===== src/hw/rtl/assert_macros.svh =====
// ----------------------------------------------------------------------------
// Assertion macros
// Shared concurrent assertion wrappers. Defining NO_ASSERTIONS removes them.
// ----------------------------------------------------------------------------
`ifndef ASSERT_MACROS_SVH
`define ASSERT_MACROS_SVH
`ifndef NO_ASSERTIONS
`define ASSERT_IMPLY(label, clk, rst, ante, cons) \
   label: assert property (@(posedge clk) disable iff (rst) (ante) |-> (cons)) \
      else $error("same-cycle implication check failed");
`define ASSERT_NEXT(label, clk, rst, ante, cons) \
   label: assert property (@(posedge clk) disable iff (rst) (ante) |=> (cons)) \
      else $error("next-cycle implication check failed");
`else
`define ASSERT_IMPLY(label, clk, rst, ante, cons)
`define ASSERT_NEXT(label, clk, rst, ante, cons)
`endif
`endif


===== src/hw/rtl/twd_pkg.sv =====
// ----------------------------------------------------------------------------
// Twist deformer package
// Angle constants, CORDIC arctangent table and register codes.
// ----------------------------------------------------------------------------
package twd_pkg;

   localparam int QUO_W    = 33;
   localparam int ANG_W    = 35;
   localparam int CORDIC_W = 34;

   localparam logic [QUO_W:0] TWO_PI_Q30 = 34'd6746518852;

   localparam logic signed [ANG_W-1:0] TWO_PI_S  = 35'sd6746518852;
   localparam logic signed [ANG_W-1:0] PI_S      = 35'sd3373259426;
   localparam logic signed [ANG_W-1:0] HALF_PI_S = 35'sd1686629713;

   localparam logic signed [CORDIC_W-1:0] GAIN_Q30 = 34'sd652032874;
   localparam logic signed [CORDIC_W-1:0] ROUND_Q29 = 34'sd536870912;

   typedef enum logic [1:0] {
      REG_TWIST_ANGLE = 2'd0,
      REG_Y_MIN       = 2'd1,
      REG_Y_MAX       = 2'd2
   } twd_reg_type;

   function automatic logic signed [CORDIC_W-1:0] twd_atan(input int idx);
      logic signed [CORDIC_W-1:0] v;
      unique case (idx)
         0:  v = 34'sh03243F6A8;
         1:  v = 34'sh01DAC6705;
         2:  v = 34'sh00FADBAFC;
         3:  v = 34'sh007F56EA6;
         4:  v = 34'sh003FEAB76;
         5:  v = 34'sh001FFD55B;
         6:  v = 34'sh000FFFAAA;
         7:  v = 34'sh0007FFF55;
         8:  v = 34'sh0003FFFEA;
         9:  v = 34'sh0001FFFFD;
         10: v = 34'sh0000FFFFF;
         11: v = 34'sh00007FFFF;
         12: v = 34'sh00003FFFF;
         13: v = 34'sh00001FFFF;
         14: v = 34'sh00000FFFF;
         15: v = 34'sh000007FFF;
         16: v = 34'sh000003FFF;
         17: v = 34'sh000001FFF;
         18: v = 34'sh000000FFF;
         19: v = 34'sh0000007FF;
         20: v = 34'sh0000003FF;
         21: v = 34'sh0000001FF;
         22: v = 34'sh0000000FF;
         23: v = 34'sh00000007F;
         24: v = 34'sh00000003F;
         25: v = 34'sh00000001F;
         26: v = 34'sh00000000F;
         27: v = 34'sh000000008;
         28: v = 34'sh000000004;
         29: v = 34'sh000000002;
         30: v = 34'sh000000001;
         default: v = '0;
      endcase
      return v;
   endfunction

endpackage


===== src/hw/rtl/twd_div_cell.sv =====
// ----------------------------------------------------------------------------
// Divider cell
// One restoring division step that also keeps the quotient modulo two pi.
// ----------------------------------------------------------------------------
module twd_div_cell import twd_pkg::*; #(
   parameter int W   = 32,
   parameter int NB  = 77,
   parameter int BIT = 0,
   parameter int SW  = 98
) (
   input  logic             clock,
   input  logic             reset,
   input  logic             en,
   input  logic             vld_i,
   input  logic [W-1:0]     r_i,
   input  logic [QUO_W-1:0] q_i,
   input  logic [NB-1:0]    num_i,
   input  logic [W-1:0]     d_i,
   input  logic [SW-1:0]    side_i,
   output logic             vld_o,
   output logic [W-1:0]     r_o,
   output logic [QUO_W-1:0] q_o,
   output logic [NB-1:0]    num_o,
   output logic [W-1:0]     d_o,
   output logic [SW-1:0]    side_o
);

   logic             vld_ff;
   logic [W-1:0]     r_ff, r_in;
   logic [QUO_W-1:0] q_ff, q_in;
   logic [NB-1:0]    num_ff;
   logic [W-1:0]     d_ff;
   logic [SW-1:0]    side_ff;
   logic [W:0]       rs;
   logic             ge;
   logic [QUO_W:0]   q2, q3;
   logic [QUO_W-1:0] q2m;

   always_comb begin
      rs   = {r_i, num_i[BIT]};
      ge   = rs >= {1'b0, d_i};
      r_in = ge ? W'(rs - {1'b0, d_i}) : W'(rs);
      q2   = {q_i, 1'b0};
      q2m  = (q2 >= TWO_PI_Q30) ? QUO_W'(q2 - TWO_PI_Q30) : QUO_W'(q2);
      q3   = {1'b0, q2m} + (QUO_W+1)'(ge);
      q_in = (q3 >= TWO_PI_Q30) ? QUO_W'(q3 - TWO_PI_Q30) : QUO_W'(q3);
   end

   always_ff @(posedge clock) begin
      if (reset) begin
         vld_ff <= 1'b0;
      end else if (en) begin
         vld_ff <= vld_i;
      end
   end

   always_ff @(posedge clock) begin
      if (en) begin
         r_ff    <= r_in;
         q_ff    <= q_in;
         num_ff  <= num_i;
         d_ff    <= d_i;
         side_ff <= side_i;
      end
   end

   assign vld_o  = vld_ff;
   assign r_o    = r_ff;
   assign q_o    = q_ff;
   assign num_o  = num_ff;
   assign d_o    = d_ff;
   assign side_o = side_ff;

endmodule


===== config.mk =====
export PLATFORM = sky130hd
export DESIGN_NAME = twd_div_cell
export DESIGN_NICKNAME = d
export VERILOG_FILES = /design/src/hw/rtl/assert_macros.svh /design/src/hw/rtl/twd_pkg.sv /design/src/hw/rtl/twd_div_cell.sv
export SDC_FILE = /design/constraint.sdc
export NUM_CORES = 1
export LEC_CHECK = 0
export BUFFER_PORTS_ARGS = -buffer_cell sky130_fd_sc_hd__buf_2
export CORE_AREA = 2 2 211 213
export CTS_CLUSTER_SIZE = 30
export DETAILED_ROUTE_END_ITERATION = 8
export DIE_AREA = 0 0 213 215
export PLACE_DENSITY_LB_ADDON = 0.3
export RECOVER_POWER = 25
export SLEW_MARGIN = 5
export SYNTH_ARGS = -nofsm -noshare
export SYNTH_HDL_FRONTEND = slang
export SYNTH_SLANG_ARGS = --single-unit

===== constraint.sdc =====
create_clock -name clock -period 4.01 [get_ports clock]
set_input_delay 0 -clock clock [delete_from_list [all_inputs] [get_ports clock]]
set_output_delay 0 -clock clock [all_outputs]
set_load 0.01 [all_outputs]

# After elaboration in Yosys (flattened, before gate mapping)
# Cells that the tools add are included.
# word_totals
regBits,273
in_bits,276
# op_classes
addsub,4
n_lt_le_gt_ge,3
muxes,3
# ops
operator,n
"34-bit by 33-bit >= comparator with 1-bit output, second input constant",2
33-bit 2-to-1 mux,2
"33-bit subtractor, second input constant",2
33-bit by 1-bit adder with 34-bit output,1
33-bit by 32-bit >= comparator with 1-bit output,1
32-bit 2-to-1 mux,1
32-bit subtractor,1

# Logic depth before layout (Yosys ltp)
# logic_depth
word_depth,5
ltp_mapped,21
ltp_nobuf,18

# Least setup slack after synthesis
# OpenSTA, ideal clock, no wires.
# synth_timing
path_type,input port to flip-flop
startpoint,input q_i[1]
endpoint,register q_ff[28] (netlist: q_o[28]) (data pin)
setup_time_ns,0.265
arrival_time_ns,3.629
setup_slack_ns,0.115
stages,19
n_path_buf,2
path_cell_list,inv_1 -> ha_1 -> buf_2 -> nor4b_2 -> o21ai_0 -> and4_1 -> nor2_2 -> buf_2 -> xnor2_1 -> ha_1 -> nand2b_1 -> or3_1 -> a31o_1 -> o21bai_1 -> o211ai_2 -> a22o_4 -> inv_2 -> a21oi_1 -> xor2_1
# synth_via
elab_chain_len,5
elab_cells_between_ends,7
cone_classes,add/sub (3); order compare (2); mux (2)
# synth_rtl
element,line,text
"start, declared",twd_div_cell.sv:16,"input logic [QUO_W-1:0] q_i,"
33-bit subtractor or 34-bit by 33-bit >= comparator with 1-bit output (tied branches),twd_div_cell.sv:44,q2m = (q2 >= TWO_PI_Q30) ? QUO_W'(q2 - TWO_PI_Q30) : QUO_W'(q2);
33-bit 2-to-1 mux *,twd_div_cell.sv:44,
33-bit by 1-bit adder with 34-bit output *,twd_div_cell.sv:45,"q3 = {1'b0, q2m} + (QUO_W+1)'(ge);"
33-bit subtractor or 34-bit by 33-bit >= comparator with 1-bit output (tied branches),twd_div_cell.sv:46,q_in = (q3 >= TWO_PI_Q30) ? QUO_W'(q3 - TWO_PI_Q30) : QUO_W'(q3);
33-bit 2-to-1 mux *,twd_div_cell.sv:46,
via q_in[28],twd_div_cell.sv:30,"logic [QUO_W-1:0] q_ff, q_in;"
"end signal, assigned",twd_div_cell.sv:60,q_ff <= q_in;
"end, declared",twd_div_cell.sv:30,
# Mark *: on every way through the listed nets, which the timed path passes. The rest lies on a longest branch.
# A chain may end at the register's enable or synchronous reset.

# Worst setup path after layout
# layout_timing
startpoint,input q_i[29]
endpoint,register q_ff[28] (netlist: q_o[28]) (data pin)
# layout_via
elab_chain_len,5
elab_cells_between_ends,7
cone_classes,add/sub (3); order compare (2); mux (2)
# layout_rtl
element,line
34-bit by 33-bit >= comparator with 1-bit output or 33-bit subtractor (tied branches),twd_div_cell.sv:44
33-bit 2-to-1 mux *,twd_div_cell.sv:44
33-bit by 1-bit adder with 34-bit output *,twd_div_cell.sv:45
33-bit subtractor or 34-bit by 33-bit >= comparator with 1-bit output (tied branches),twd_div_cell.sv:46
33-bit 2-to-1 mux *,twd_div_cell.sv:46
via q_in[28],twd_div_cell.sv:30
# Marks and branches as above.

==> impl_metrics.ini <==
[clock_tree]
numCtsBuffers = 29
htree_num_levels = 1
cts.sinks = 273
post_cts_buffers = 0
cts_root_buf = clkbuf_16
path_clk_slew_ns = 0.06
cts.path.max_buffers = 3
insertion_delay_ns = 0.55
cts_tree = built

[grt]
grtUsageMet1 = 0.254
grt-busiest-layer = met2
track_usage = 0.208
gr-total-overflow = 0
grt_max_degree = 111
grt_use_met3 = 0.0368
grt_pass1_wl_um = 72000
grt_pass1_vias = 11937
antenna_found_initial = 7
use_met2 = 0.361

[sta]
drv_slew = 0
fin_crit_sh = 0.931
fmax_mhz = 268
fin_skew_ns = 0
timing.hold.ws_ns = 0.0371
setup_viol = 0
tightest_slew_ns = 0.875
period_needed_ns = 3.73
hold_viol = 0
fin_setup_tns_ns = 0
slew_headroom = 0.416
rsz0062_at_grt = no

[critical_path]
slowest_delay_ns = 0.53
worstRegToRegCells = 3
crit_arrival_ns = 4.03
r2r-end = vld_o
critical_path.startpoint = q_i[29]
path_max_fanout = 9
r2r_slack_ns = 2.86
critical_path.slowest_cell = dlygate4sd3_1
cp-start-kind = primary input
end_kind = flop
crit_type = primary input to flop
critical_path_required_ns = 4.31
r2r_start = vld_o
cp_cell_sequence = dlygate4sd3_1 -> buf_2 -> or2_2 -> nor4_4 -> and4_1 -> nor2_2 -> xnor2_1 -> ha_1 -> nand2b_1 -> or3_1 -> a31o_1 -> o21bai_1 -> buf_4 -> o211ai_2 -> a22o_4 -> inv_2 -> a21oi_1 -> xor2_1

[logic_synthesis]
ys.flop_type = edfxtp_1
synthArstFlopShare = 0
synth_fa_ha_area_frac = 0.0335
synthMuxAreaShare = 0.00320
syn_nets = 1382
synth_cell_type_count = 95
ys_seq_area_frac = 0.616
synth_area_um2 = 13300
synth_top_family_by_area = compound AO/OA/AOI/OAI gates
ys_ff_latch = 273
yosys.area.top_type = edfxtp_1
synth-compound-area-share = 0.148
yosys.area_share.xor_xnor = 0.0592
yosysMostFrequentCell = edfxtp_1
syn_area_per_cell_um2 = 12.4
yosys.area_share.simple = 0.109
yosysTopAreaCellShare = 0.614
ys_warn_count = 0
syn_inst = 1071
synth_area_leaders = edfxtp_1, xnor2_1, ha_1, o21ai_0, nand2_1
ys_top_cells_by_count = edfxtp_1, nand2_1, o21ai_0
synth_edf_count = 272

[worst_hold_path]
holdPathEnd = q_o[19]
hp-class = primary input to flop
hp-start = q_i[18]
min_path_cells = 3

[floorplan]
initial_core_util = 0.305
die_x_um = 213
fp.dieArea_um2 = 45800
core_um2 = 43600
rows = 77
ios = 549
dieHeight_um = 215

[layout]
area_growth_pct = 53.6
layout.cells.non_filler = 2526
drive_gt1_frac = 0.330
design_area_um2 = 20400
fin_nets = 2219

[drt]
dr.pass1.iters = 5
wl_um = 50000
wl_per_cell_um = 19.8
route.antenna.remaining_nets = 0
dr.first_iter.drc_count = 988
drc_errors = 0
post_drt_via_cell_ratio = 4.84
vias = 12223

[power_and_ir_drop]
ir_drop_v = 0.000264
powerDensity_nw_per_um2 = 392
p_total_uw = 8010
p_leak_uw = 0.00846

[placement]
place_area_um2 = 17000
io_buffer_count = 548
gp_congestion = 0.942
place_inst = 2219
place_hpwl_um = 37700

[job]
drv_cap = 0

[outcome]
status = finished, final reports clean
==> stage by stage <==
stage	utilization	worst slack [ns]
5_1_grt	0.468	0.0263
3_5_place_dp	0.390	0.0880
4_1_cts	0.469	0.237
3_3_place_gp	0.390	0.178
2_1_floorplan	-	0.115
6_report	0.468	0.277
==> placed cells by master (no fill, tap or decap), types with 5 or more instances in the layout <==
cell type      Yosys  routed
a211oi_1           8       8
a21o_1            23      23
a21oi_1           64      64
a22oi_1            5       5
a31oi_1           11      11
and3_1             6       6
and4_1             5       5
buf_2              9     503
buf_4              2      49
clkbuf_1          26      43
clkbuf_16          0      29
clkinv_1           1       7
clkinvlp_4         0       5
diode_2            0       5
dlygate4sd3_1      0     250
edfxtp_1         272     272
ha_1              34      34
inv_1             50      50
nand2_1           88      87
nand2b_1          11      11
nand3_1           24      24
nand4_1            9       9
nor2_1            68      68
nor2b_1           11      11
nor3_1            17      17
nor3b_1            5       5
nor4_1             9       8
o211ai_1           6       6
o21a_1            10      10
o21ai_0           75      75
o21ai_1            5       5
o221ai_1           6       6
o22ai_1            9       9
xnor2_1           58      58
xor2_1            30      30
==> registers in the layout (all words and copies together), names as in the netlist <==
register  count
d_o          32
num_o        77
q_o          33
r_o          32
vld_o         1
side_o       98
==> power by group <==
| part | switching, µW | internal, µW | leakage, µW |
|---|---|---|---|
| clock network | 1150 | 1580 | 0.000455 |
| logic | 968 | 756 | 0.00534 |
| registers | 78.6 | 3470 | 0.00267 |
==> layout make-up <==
type | instances | area [µm²]
Antenna cell | 5 | 12.5
Tap cell | 592 | 741
Inverter | 52 | 195
Timing Repair Buffer | 850 | 5630
Sequential cell | 273 | 8190
Clock buffer | 30 | 729
Clock inverter | 22 | 230
Multi-Input combinational cell | 702 | 4710
Fill cell | 3975 | 23200
==> critical path: cells and delay by family <==
kind                       cells  cell delay (ns)
and+or+nand+nor                6             1.54
xor gates and xnor gates       2             0.36
adders and majority gates      1             0.26
buffers and inverters          4             0.99
AOI/OAI and AO/OA              5             0.88
==> cells by family (layout without fill, tap and decap cells) <==
logic type                 Yosys count  after routing
buffers and inverters               96            954
and+or+nand+nor                    284            284
AOI/OAI and AO/OA                  290            290
other                                0              5
adders and majority gates           35             35
DFF                                273            273
muxes                                4              4
xor gates and xnor gates            89             89
==> per-layer routing <==
layer | part of all wire | routed length, µm
met5 | 0.00042 | 21
met4 | 0.038 | 1900
met3 | 0.075 | 3740
met2 | 0.49 | 24800
met1 | 0.39 | 19600
==> worst max path at each step <==
| stage | end | slack [ns] | cells after the start |
|---|---|---|---|
| after CTS | q_o[28] | 0.24 | 18 |
| after detailed placement | q_o[28] | 0.09 | 17 |
| after floorplan | q_o[28] | 0.12 | 19 |
| final | q_o[28] | 0.28 | 18 |
| after global routing | q_o[19] | 0.03 | 18 |
| after global placement | q_o[28] | 0.18 | 17 |
==> what timing repair did <==
action	in CTS	in global routing
endpoints found under the setup margin	0	16
gates resized for setup	0	1
hold buffers	250	0
hold endpoints to repair	250	0
Note: power is estimated with default switching activity, not from simulation.
