File: src/hw/rtl/assert_macros.svh
// ----------------------------------------------------------------------------
// Assertion macros
// Shared concurrent assertion wrappers. Defining NO_ASSERTIONS removes them.
// ----------------------------------------------------------------------------
`ifndef ASSERT_MACROS_SVH
`define ASSERT_MACROS_SVH
`ifndef NO_ASSERTIONS
`define ASSERT_IMPLY(label, clk, rst, ante, cons) \
   label: assert property (@(posedge clk) disable iff (rst) (ante) |-> (cons)) \
      else $error("same-cycle implication check failed");
`define ASSERT_NEXT(label, clk, rst, ante, cons) \
   label: assert property (@(posedge clk) disable iff (rst) (ante) |=> (cons)) \
      else $error("next-cycle implication check failed");
`else
`define ASSERT_IMPLY(label, clk, rst, ante, cons)
`define ASSERT_NEXT(label, clk, rst, ante, cons)
`endif
`endif

File: src/hw/rtl/twd_pkg.sv
// ----------------------------------------------------------------------------
// Twist deformer package
// Angle constants, CORDIC arctangent table and register codes.
// ----------------------------------------------------------------------------
package twd_pkg;

   localparam int QUO_W    = 33;
   localparam int ANG_W    = 35;
   localparam int CORDIC_W = 34;

   localparam logic [QUO_W:0] TWO_PI_Q30 = 34'd6746518852;

   localparam logic signed [ANG_W-1:0] TWO_PI_S  = 35'sd6746518852;
   localparam logic signed [ANG_W-1:0] PI_S      = 35'sd3373259426;
   localparam logic signed [ANG_W-1:0] HALF_PI_S = 35'sd1686629713;

   localparam logic signed [CORDIC_W-1:0] GAIN_Q30 = 34'sd652032874;
   localparam logic signed [CORDIC_W-1:0] ROUND_Q29 = 34'sd536870912;

   typedef enum logic [1:0] {
      REG_TWIST_ANGLE = 2'd0,
      REG_Y_MIN       = 2'd1,
      REG_Y_MAX       = 2'd2
   } twd_reg_type;

   function automatic logic signed [CORDIC_W-1:0] twd_atan(input int idx);
      logic signed [CORDIC_W-1:0] v;
      unique case (idx)
         0:  v = 34'sh03243F6A8;
         1:  v = 34'sh01DAC6705;
         2:  v = 34'sh00FADBAFC;
         3:  v = 34'sh007F56EA6;
         4:  v = 34'sh003FEAB76;
         5:  v = 34'sh001FFD55B;
         6:  v = 34'sh000FFFAAA;
         7:  v = 34'sh0007FFF55;
         8:  v = 34'sh0003FFFEA;
         9:  v = 34'sh0001FFFFD;
         10: v = 34'sh0000FFFFF;
         11: v = 34'sh00007FFFF;
         12: v = 34'sh00003FFFF;
         13: v = 34'sh00001FFFF;
         14: v = 34'sh00000FFFF;
         15: v = 34'sh000007FFF;
         16: v = 34'sh000003FFF;
         17: v = 34'sh000001FFF;
         18: v = 34'sh000000FFF;
         19: v = 34'sh0000007FF;
         20: v = 34'sh0000003FF;
         21: v = 34'sh0000001FF;
         22: v = 34'sh0000000FF;
         23: v = 34'sh00000007F;
         24: v = 34'sh00000003F;
         25: v = 34'sh00000001F;
         26: v = 34'sh00000000F;
         27: v = 34'sh000000008;
         28: v = 34'sh000000004;
         29: v = 34'sh000000002;
         30: v = 34'sh000000001;
         default: v = '0;
      endcase
      return v;
   endfunction

endpackage

File: src/hw/rtl/twd_cordic_cell.sv
// ----------------------------------------------------------------------------
// CORDIC cell
// One rotation-mode micro-rotation with a fixed shift.
// ----------------------------------------------------------------------------
module twd_cordic_cell import twd_pkg::*; #(
   parameter int STAGE = 0,
   parameter int SW    = 98
) (
   input  logic                       clock,
   input  logic                       reset,
   input  logic                       en,
   input  logic                       vld_i,
   input  logic signed [CORDIC_W-1:0] cx_i,
   input  logic signed [CORDIC_W-1:0] cy_i,
   input  logic signed [CORDIC_W-1:0] cz_i,
   input  logic [SW-1:0]              side_i,
   output logic                       vld_o,
   output logic signed [CORDIC_W-1:0] cx_o,
   output logic signed [CORDIC_W-1:0] cy_o,
   output logic signed [CORDIC_W-1:0] cz_o,
   output logic [SW-1:0]              side_o
);

   localparam logic signed [CORDIC_W-1:0] ATAN = twd_atan(STAGE);

   logic                       vld_ff;
   logic signed [CORDIC_W-1:0] cx_ff, cy_ff, cz_ff, cx_in, cy_in, cz_in;
   logic signed [CORDIC_W-1:0] dx, dy;
   logic [SW-1:0]              side_ff;

   always_comb begin
      dx = cy_i >>> STAGE;
      dy = cx_i >>> STAGE;
      if (!cz_i[CORDIC_W-1]) begin
         cx_in = cx_i - dx;
         cy_in = cy_i + dy;
         cz_in = cz_i - ATAN;
      end else begin
         cx_in = cx_i + dx;
         cy_in = cy_i - dy;
         cz_in = cz_i + ATAN;
      end
   end

   always_ff @(posedge clock) begin
      if (reset) begin
         vld_ff <= 1'b0;
      end else if (en) begin
         vld_ff <= vld_i;
      end
   end

   always_ff @(posedge clock) begin
      if (en) begin
         cx_ff   <= cx_in;
         cy_ff   <= cy_in;
         cz_ff   <= cz_in;
         side_ff <= side_i;
      end
   end

   assign vld_o  = vld_ff;
   assign cx_o   = cx_ff;
   assign cy_o   = cy_ff;
   assign cz_o   = cz_ff;
   assign side_o = side_ff;

endmodule

File: config.mk
export PLATFORM = sky130hd
export DESIGN_NAME = twd_cordic_cell
export DESIGN_NICKNAME = d
export VERILOG_FILES = /design/src/hw/rtl/assert_macros.svh /design/src/hw/rtl/twd_pkg.sv /design/src/hw/rtl/twd_cordic_cell.sv
export SDC_FILE = /design/constraint.sdc
export NUM_CORES = 1
export LEC_CHECK = 0
export ABC_AREA = 1
export BUFFER_PORTS_ARGS = -buffer_cell sky130_fd_sc_hd__buf_2
export CAP_MARGIN = 20
export CORE_AREA = 2 2 128 254
export DETAILED_ROUTE_END_ITERATION = 8
export DIE_AREA = 0 0 130 256
export GPL_TIMING_DRIVEN = 1
export PLACE_DENSITY = 0.85
export SETUP_SLACK_MARGIN = 0.1
export SLEW_MARGIN = 20
export SYNTH_ARGS = -nofsm -noshare
export SYNTH_HDL_FRONTEND = slang
export SYNTH_SLANG_ARGS = --single-unit
File: constraint.sdc
create_clock -name clock -period 2 [get_ports clock]
set_clock_uncertainty 0.05 [all_clocks]
set_input_delay 0.1 -clock clock [delete_from_list [all_inputs] [get_ports clock]]
set_output_delay 0.1 -clock clock [all_outputs]
set_load 0.1 [all_outputs]
==> metrics.txt, run 1 <==
average size of a mapped cell 7.925 um^2; EDFF count, synth 199; Post-Syn Area 15080 um^2; Yosys cell types 51; global placement routability congestion 1.078; worst ep type register input; Root Buffer clkbuf_16; status aborted with a tool error; post-synthesis mux area share 0.1327%; Synth Area in Adders 11.23%; Synth async-reset ratio 0%; CTS buffer count 17; Starting Density 47.99%; FP Rows 92; Ports 405; chip width 130 um; post-synthesis sequential area ratio 39.75%; GRT overflow 15; ys flop type edfxtp_1; Stopped at global routing (5_1_grt); XOR/XNOR share of the synthesized area 2.613%; stop err [ERROR GRT-0232] Routing congestion too high. Check the congestion heatmap in the GUI.; H-tree lvl count 4; Port-buffer cells 404; total track usage 61.96%; Mapped Nets 2240; Post-Syn Instances 1903; Synth Area in Compound Gates 12.56%; Sink Count 200; Post-Synth Simple-Gate Area 25.63%; DP Wirelength 61.85 mm; largest family of logic cells by synthesized area simple AND/OR/NAND/NOR gates; synthesized flop and latch total 200; Worst endpoint, post-GRT repair cz_o[26]$_DFFE_PP_/D; Ys Warns 0; Die H 256 um; CTS max path bufs 2; largest net degree at the start of global routing 56
-- what timing repair did --
| item | 4_1_cts |
|---|---|
| hold endpoints to repair | 104 |
| setup buffers | 2 |
| cloned | 0 |
| setup endpoints to repair | 13 |
| gates resized for setup | 12 |
| hold buffers | 105 |
| pin swaps | 2 |
-- Yosys cell counts (all sizes together), types with 6 or more instances --
library cell    n  area share (%)
or2             7            0.29
nand3         162             5.5
nand4          17            0.71
a21oi         161             5.6
inv           244             6.1
edfxtp        199              40
o21bai         18            0.90
o21ai         111             3.8
o22ai           8            0.33
nor3           25            0.93
ha            129              11
xor2           41             2.4
a21o           15            0.75
buf            37             1.8
nor2          178             4.9
nand2         501              13
o211ai          7            0.41
a31oi           6            0.25
clkbuf          7            0.17
-- stage by stage --
stage          cells  setup WS (ps)  hold WS, ps  area, um^2  TNS, ps
3_5_place_dp    3098         -763.4        217.8       20560   -22340
2_1_floorplan   1903          100.0        122.4       15140        0
3_3_place_gp    3098         -706.0        210.4       20560   -21040
4_1_cts         3237          90.00        29.96       22220        0
-- per-layer routing --
metal  global-route usage, %  GRT overflow
met2                   85.95             6
met3                   40.28             0
met5                   17.96             0
met4                   66.19             9
met1                   55.63             0
-- cell families after synthesis --
family	after synthesis
AO/OA/AOI/OAI	336
flip-flops	200
buffers and inverters	289
multiplexers	2
XOR/XNOR	45
adder cells (fa/ha/maj)	133
AND/OR/NAND/NOR	898
==> inputs of run 2 (changes only) <==
--- a/config.mk
+++ b/config.mk
@@ -8,12 +8,11 @@
 export ABC_AREA = 1
 export BUFFER_PORTS_ARGS = -buffer_cell sky130_fd_sc_hd__buf_2
 export CAP_MARGIN = 20
-export CORE_AREA = 2 2 128 254
+export CORE_AREA = 2 2 198 200
 export DETAILED_ROUTE_END_ITERATION = 8
-export DIE_AREA = 0 0 130 256
+export DIE_AREA = 0 0 200 202
 export GPL_TIMING_DRIVEN = 1
-export PLACE_DENSITY = 0.85
-export SETUP_SLACK_MARGIN = 0.1
+export PLACE_DENSITY_LB_ADDON = 0.15
 export SLEW_MARGIN = 20
 export SYNTH_ARGS = -nofsm -noshare
 export SYNTH_HDL_FRONTEND = slang
==> constraint.sdc (replaced) <==
create_clock -name clock -period 2.6 [get_ports clock]
set_clock_uncertainty 0.05 [all_clocks]
set_input_delay 0.13 -clock clock [delete_from_list [all_inputs] [get_ports clock]]
set_output_delay 0.13 -clock clock [all_outputs]
set_load 0.1 [all_outputs]
==> metrics.txt, run 2 <==
Via density 5.099; Hold Violations, Final 0; Post-Route WL 54.85 mm; FP Rows 72; Static Leakage 9.329 nW; Core Area 38290 um^2; Post-Synth Simple-Gate Area 25.63%; Port-buffer cells 404; # Max-Cap Violations 0; Die H 202 um; CTS max path bufs 2; Wirelength per Cell 18.53 um; average size of a mapped cell 7.925 um^2; Root Buffer clkbuf_16; WS Path Type input port to flop; power density cells 646.9 nW/um^2; Tcrit/Tclk final 83.90%; Starting Density 39.39%; Sink Count 200; largest family of logic cells by synthesized area simple AND/OR/NAND/NOR gates; EDFF count, synth 199; die area 40400 um^2; XOR/XNOR share of the synthesized area 2.613%; Fill cells 3740; CTS buffer count 17; Ports 405; initial antenna violation count 2; Mapped Nets 2240; Post-Syn Instances 1903; WHS Path Cells 2; ys flop type edfxtp_1; Vias 15090; beginning of the worst hold path cz_i[4]; Gates resized, CTS repair 0; Hold EP cz_o[4]; Fmax 458.4 MHz; CP max FO 3; total setup buffers inserted after CTS 0; Multi-input gate area 7869 um^2; Synth Area in Adders 11.23%; overall power 12.57 mW; WHS 21.77 ps; TritonCTS clock tree done; startpoint types input port; Synth Area in Compound Gates 12.56%; Synth async-reset ratio 0%; Yosys cell types 51; crit path DAT 2340 ps; largest net degree at the start of global routing 69; Final ANT Viol Nets 0; status complete, no violations; DRC viols 0; First-pass DRT Iterations 5; H-tree lvl count 4; Worst IR Drop VDD 0.0004897 V; FF-to-FF Start vld_o; FF-to-FF End vld_o; initial drt markers 1051; TNS Setup 0 ps; most common cell after layout, fill and taps aside nand2_1; # setup viols final 0; critical path capture point type flop; Reg area 5996 um^2; Reg2Reg Depth 3; DP Wirelength 44.23 mm; total track usage 26.94%; share of cells above drive strength 1 22.70%; first-pass GRT wire length 81.73 mm; min Tclk post-route 2181 ps; most frequent cell after synthesis nand2_1; max FFs per register 98; clock slew at reported path FFs 80 ps; number of global-route vias before repair 14680; synthesized flop and latch total 200; Synth area leader edfxtp_1; post-synthesis sequential area ratio 39.75%; chip width 200 um; setup ws final 418.7 ps; Clock Latency Late Sink 470 ps; Rel. slew slack 44.32%; worst-margin pin slew 835.3 ps; synth top area cells edfxtp_1 40%, nand2_1 12%, ha_1 11%; dpl ws 27.75 ps; Post-Syn Area 15080 um^2; list of most frequent post-synthesis cells 485 x nand2_1, 233 x inv_1, 199 x edfxtp_1, 159 x nor2_1, 158 x nand3_1; Post-CTS Hold Buffers 104; Ys Warns 0; Final Max Tran Viols 0; required time worst endpoint 2760 ps; post-synthesis mux area share 0.1327%; unrepaired setup endpoints after global routing false; Synth top area share 39.62%; area grow syn2layout 28.81%; Layout Nets 2764; highest-count cells in the layout ignoring fill and taps 485 x nand2_1, 403 x buf_2, 233 x inv_1; GRT overflow 0; r2r setup slk 1400 ps; global placement routability congestion 0.9876; Tightest Hold Check Type input port to flop
## run 2: logic make-up after synthesis
family	after synthesis
AOI/OAI and AO/OA	336
xor gates and xnor gates	45
adders and majority gates	133
buffers and inverters	289
DFF	200
muxes	2
and+or+nand+nor	898
## run 2: layout make-up
class / instances / area share, %
multi-input combinational: 1414 / 40.50
sequential: 200 / 30.86
timing repair buffer: 549 / 17.52
inverter: 245 / 4.747
tap: 518 / 3.336
clock buffer: 18 / 2.209
clock inverter: 14 / 0.7922
antenna: 2 / 0.02576
## run 2: worst max-delay path, stage by stage
cell and delay, ps:
dlygate4sd3_1 560, buf_2 150, fa_1 450, nand3_1 100
nand2_1 100, nand3_1 90, nand3_1 150, a21oi_1 290
o21ai_0 150, xor2_1 170
## run 2: worst max path at each step
stage             start  depth (start not counted)  endpoint  slack (ps)
2_1_floorplan  cz_i[33]                         11  cz_o[25]         410
3_3_place_gp   cx_i[24]                         13  cy_o[33]          80
3_5_place_dp    cx_i[6]                         14  cy_o[24]          30
4_1_cts         cz_i[3]                         10  cz_o[25]         420
5_1_grt         cz_i[3]                         10  cz_o[25]         280
6_report        cz_i[3]                         10  cz_o[25]         420
## run 2: stage by stage
step	instance area [um^2]	util (%)	instances
global placement	17800	46.49	2822
detailed placement	17800	46.49	2822
global route	19430	50.74	2960
finish	19430	50.74	2960
floorplan	15080	-	1903
CTS	19420	50.73	2958
## run 2: layer usage
metal / wire [um] / track usage [%] / up-vias
met5: 0 / 0 / -
met1: 23560 / 34.24 / 7045
li1: - / - / 7408
met4: 1382 / 8.704 / 0
met3: 3615 / 4.672 / 71
met2: 26300 / 46.21 / 569
## run 2: power by group
group,total (mW),internal (mW),switching [mW]
sequential,4.11,4.00,0.114
combinational,5.75,1.21,4.55
clock,2.70,1.29,1.42
Power figures use the tool's default switching activity.
==> inputs of run 3 (changes only) <==
--- a/config.mk
+++ b/config.mk
@@ -5,12 +5,12 @@
 export SDC_FILE = /design/constraint.sdc
 export NUM_CORES = 1
 export LEC_CHECK = 0
-export ABC_AREA = 1
+export ABC_AREA = 0
 export BUFFER_PORTS_ARGS = -buffer_cell sky130_fd_sc_hd__buf_2
 export CAP_MARGIN = 20
-export CORE_AREA = 2 2 198 200
+export CORE_AREA = 2 2 184 186
 export DETAILED_ROUTE_END_ITERATION = 8
-export DIE_AREA = 0 0 200 202
+export DIE_AREA = 0 0 186 188
 export GPL_TIMING_DRIVEN = 1
 export PLACE_DENSITY_LB_ADDON = 0.15
 export SLEW_MARGIN = 20
==> constraint.sdc (replaced) <==
create_clock -name clock -period 1.85 [get_ports clock]
set_clock_uncertainty 0.05 [all_clocks]
set_input_delay 0.0925 -clock clock [delete_from_list [all_inputs] [get_ports clock]]
set_output_delay 0.0925 -clock clock [all_outputs]
set_load 0.1 [all_outputs]
==> metrics.txt, run 3 <==
most common cell after layout, fill and taps aside buf_4; Synth async-reset ratio 0%; First-pass DRT Iterations 5; Hold Violations, Final 0; setup ws final -508.3 ps; Worst Setup SP cy_i[14]; sequential power share 29.9%; Fmax 424.0 MHz; Synth top area share 45.90%; highest-count cells in the layout ignoring fill and taps 418 x buf_4, 378 x buf_2, 199 x edfxtp_1; Synth area leader edfxtp_1; Tightest Hold Check Type input port to flop; Starting Density 39.32%; fin util 69.39%; Port-buffer cells 404; min Tclk post-route 2358 ps; H-tree lvl count 4; Clock Latency Late Sink 450 ps; Tcrit/Tclk final 127.5%; Rel. slew slack 60.07%; average size of a mapped cell 10.41 um^2; # setup viols final 59; Ys Warns 0; Post-DP Area 19170 um^2; net switching power 8.992 mW; area grow syn2layout 76.48%; Via density 5.185; synthesized flop and latch total 200; EDFF count, synth 199; required time worst endpoint 2000 ps; Mapped Nets 1588; FF-to-FF Start vld_o; global placement routability congestion 0.9582; CP max FO 4; chip width 186 um; initial antenna violation count 5; status finished, violations left; Post-Syn Area 13020 um^2; first-pass GRT wire length 77.53 mm; DP Wirelength 39.81 mm; WS Path Type input port to flop; max FFs per register 98; Ports 405; clock slew at reported path FFs 70 ps; Yosys cell types 71; clock group share of total power 18.3%; number of global-route vias before repair 13600; synth top area cells edfxtp_1 46%, ha_1 12%, a21oi_1 5.7%; Vias 13840; Final Max Tran Viols 0; failing checks setup timing; TritonCTS clock tree done; largest net degree at the start of global routing 43; unrepaired setup endpoints after global routing true; TNS Setup -15140 ps; Final ANT Viol Nets 0; CTS buffer count 17; Post-Syn Instances 1251; critical path capture point type flop; worst-margin pin slew 603.1 ps; power density cells 853.1 nW/um^2; Worst Setup EP cx_o[29]; Core Area 33110 um^2; fin area 22980 um^2; # Max-Cap Violations 0; die area 34970 um^2; total track usage 29.33%; share of cells above drive strength 1 53.61%; list of most frequent post-synthesis cells 199 x edfxtp_1, 147 x a21oi_1, 129 x ha_1, 113 x inv_1, 82 x nor2_1; r2r setup slk 650 ps; FF-to-FF End vld_o; overall power 19.60 mW; Layout Nets 2541; Fill cells 2478; Gate power share 51.8%; Sink Count 200; Die H 188 um; DRC viols 0; Reg2Reg Depth 3; ys flop type edfxtp_1; Switching Fraction 45.87%; Pint 10.61 mW; initial drt markers 810; post-synthesis sequential area ratio 46.05%; Root Buffer clkbuf_16; Wirelength per Cell 20.13 um; startpoint types input port; FP Rows 67; most frequent cell after synthesis edfxtp_1; Worst IR Drop VDD 0.0006819 V; crit path DAT 2510 ps; CTS max path bufs 2; GRT overflow 0; Static Leakage 10.27 nW; Post-Route WL 53.72 mm
run 3: changes by cell type after synthesis, moves of 13 or more:
cell	delta
o21ai_1	-15
xnor2_1	+70
clkbuf_1	+21
mux2i_1	+16
o21ai_0	-13
buf_4	-15
a21o_1	+13
inv_1	-120
nor2_2	-14
nand2_2	-14
nand3_1	-142
nor2_1	-77
xor2_1	-23
nand2_1	-433
run 3: logic make-up (layout without fill, tap and decap cells):
| kind of cell | Yosys count | count (layout) | share of synthesized area (%) |
|---|---|---|---|
| AOI/OAI and AO/OA | 400 | 400 | 19.49 |
| xor gates and xnor gates | 92 | 92 | 6.189 |
| adders and majority gates | 133 | 133 | 13.01 |
| buffers and inverters | 162 | 1127 | 4.834 |
| DFF | 200 | 200 | 46.05 |
| muxes | 18 | 18 | 1.384 |
| other | 0 | 5 | 0 |
| and+or+nand+nor | 246 | 246 | 9.043 |
run 3: per-stage QoR:
step           hold WS (ps)  setup WS, ps  instances
6_report              48.84        -508.3       2669
5_1_grt               29.53        -538.1       2669
4_1_cts               12.50        -416.5       2629
3_5_place_dp          208.4         -1162       2462
3_3_place_gp          199.8         -1079       2462
2_1_floorplan         114.9        -743.1       1251
run 3: how the worst min path moves through the flow:
stage / from / endpoint / slack [ps] / cells past startpoint
after floorplan: reset / vld_o / 110 / 1
final: cz_i[4] / cz_o[4] / 50 / 2
after detailed placement: reset / vld_o / 210 / 2
after global routing: cz_i[3] / cz_o[3] / 30 / 3
after CTS: cz_i[3] / cz_o[3] / 10 / 3
after global placement: reset / vld_o / 200 / 2
run 3: area by class of cell:
type	instances	area (um^2)	share of cell area [%]
Antenna cell	5	12.51	0.05445
Tap cell	448	560.5	2.439
Inverter	117	509.2	2.216
Sequential cell	200	5996	26.09
Clock buffer	18	429.2	1.868
Timing Repair Buffer	979	7098	30.89
Multi-Input combinational cell	889	8262	35.95
Clock inverter	13	111.4	0.4846
run 3: repair_timing:
item	in CTS	in global routing
pin swaps	122	110
hold buffers	104	0
gates resized for setup	216	156
setup buffers	41	41
endpoints found under the setup margin	59	61
endpoints found under the hold margin	103	0
gates cloned	1	1
run 3: layer usage:
layer | up-vias | GRT usage, % | wire length (um)
met5 | - | 0 | 0
met4 | 0 | 15.20 | 2529
met3 | 122 | 5.574 | 3441
met2 | 552 | 50.87 | 26570
met1 | 6651 | 34.14 | 21180
li1 | 6513 | - | -
run 3: power by group through the flow:
stage          registers, mW  logic (mW)  clock network (mW)
4_1_cts                 5.87        9.61                3.66
3_3_place_gp            5.95        8.90                   0
5_1_grt                 5.91        10.5                3.79
3_5_place_dp            5.96        8.92                   0
6_report                5.87        10.2                3.58
2_1_floorplan           9.93        2.24                   0
run 3: critical path: stages:
cell     delay, ps
buf_2          130
ha_4           280
inv_1           60
a21oi_2        160
o21ai_0        180
a31o_1         240
o32a_1         390
a221o_1        380
a221o_1        350
mux2i_1        170
xnor2_1         80
==> inputs of run 4 (changes only) <==
--- a/config.mk
+++ b/config.mk
@@ -17,3 +17,4 @@
 export SYNTH_ARGS = -nofsm -noshare
 export SYNTH_HDL_FRONTEND = slang
 export SYNTH_SLANG_ARGS = --single-unit
+export TNS_END_PERCENT = 30
==> metrics.txt, run 4 (synthesis results as in run 3) <==
met2 Use GR 48.83%; DP Wirelength 39.75 mm; critical path capture point type flop; global placement routability congestion 0.9296; Post-DP Area 18810 um^2; Wirelength per Cell 19.56 um; Gate power share 49.9%; dpl ws -1360 ps; failing checks setup timing; Root Buffer clkbuf_16; clock group share of total power 19.9%; first-pass GRT wire length 75.82 mm; crit path DAT 2500 ps; # setup viols final 60; Core Area 33110 um^2; Post-Route WL 51.69 mm; H-tree lvl count 4; share of cells above drive strength 1 50.25%; overall power 19.44 mW; highest-count cells in the layout ignoring fill and taps 417 x buf_4, 384 x buf_2, 199 x edfxtp_1; Ports 405; DRC viols 0; WS Path Type input port to flop; most common cell after layout, fill and taps aside buf_4; GRT overflow 0; net switching power 8.975 mW; number of global-route vias before repair 13430; Fill cells 2601; Final ANT Viol Nets 0; CTS buffer count 17; Starting Density 39.32%; required time worst endpoint 1990 ps; FP Rows 67; First-pass DRT Iterations 7; clock slew at reported path FFs 80 ps; M3 GR Usage 4.020%; Via density 5.103; Rel. slew slack 60.85%; Sink Count 200; startpoint types input port; CTS max path bufs 2; power density cells 879.3 nW/um^2; Pint 10.46 mW; area grow syn2layout 69.80%; initial antenna violation count 8; Fmax 424.5 MHz; Worst IR Drop VDD 0.0006979 V; largest net degree at the start of global routing 46; Final Max Tran Viols 0; Switching Fraction 46.17%; global route hottest layer met2; min Tclk post-route 2356 ps; initial drt markers 854; TritonCTS clock tree done; # Max-Cap Violations 0; Reg area 5996 um^2; die area 34970 um^2; Hold Violations, Final 0; sequential power share 30.2%; total track usage 28.44%; Vias 13490; Tcrit/Tclk final 127.4%; Clock Latency Late Sink 440 ps; unrepaired setup endpoints after global routing true; status finished, violations left; setup ws final -506.0 ps; fin area 22110 um^2; worst-margin pin slew 591.4 ps; Die H 188 um; chip width 186 um; Static Leakage 10.00 nW; max FFs per register 98; CP max FO 4; Layout Nets 2513; Multi-input gate area 7754 um^2; Port-buffer cells 404; M1 GR Usage 36.71%; r2r setup slk 550 ps; Tightest Hold Check Type input port to flop
-- run 4: worst paths after layout --
| check | end | cells past startpoint | startpoint |
|---|---|---|---|
| worst max-delay path | cx_o[29] | 12 | cx_i[7] |
| worst min register to register | vld_o | 3 | vld_o |
| worst max register to register | vld_o | 3 | vld_o |
| worst min-delay path | cz_o[4] | 2 | cz_i[4] |
-- run 4: power groups by stage --
| stage | Sequential [mW] | Combinational, mW | Clock, mW |
|---|---|---|---|
| after detailed placement | 5.97 | 8.75 | 0 |
| after global placement | 5.95 | 8.73 | 0 |
| after floorplan | 9.93 | 2.06 | 0 |
| after CTS | 5.87 | 9.40 | 3.94 |
| after global routing | 5.91 | 10.1 | 4.10 |
| final | 5.87 | 9.70 | 3.86 |
-- run 4: what timing repair did --
action,4_1_cts,5_1_grt
gates cloned,0,0
hold buffers,104,0
pin swaps,86,55
setup buffers,27,9
resized for setup,214,99
setup endpoints to repair,66,67
endpoints found under the hold margin,103,0
-- run 4: per-stage QoR --
stage                     hold WS [ps]  TNS (ps)  utilization, %  instances
after floorplan                  114.9    -30020               -       1251
after global placement           203.7    -65730           56.80       2468
after detailed placement         211.2    -66490           56.80       2468
after CTS                        29.13    -14510           65.20       2629
after global routing             28.04    -21060           66.76       2643
final                            46.13    -16560           66.76       2643
-- run 4: worst max-delay path, cell delays in order --
cell and delay (ps):
buf_8 80, inv_4 30, ha_4 300, inv_4 40
a221oi_4 260, o21bai_2 110, a31o_1 230, o32a_4 420
a221o_1 330, a221o_1 330, mux2i_1 170, xnor2_1 90
-- run 4: final cells by class --
type | count | share of cell area, %
Sequential cell | 200 | 27.12
Multi-Input combinational cell | 889 | 35.07
Inverter | 117 | 2.241
Clock inverter | 15 | 0.8376
Timing Repair Buffer | 951 | 30.20
Antenna cell | 6 | 0.06792
Clock buffer | 17 | 1.924
Tap cell | 448 | 2.536
-- run 4: per-layer routing --
metal  wire length, um  up-vias  share of wire (%)
li1                  -     6448                  -
met5                32        -              0.062
met4              1403        4                2.7
met3              2995       62                5.8
met1             21880     6489                 42
met2             25380      483                 49
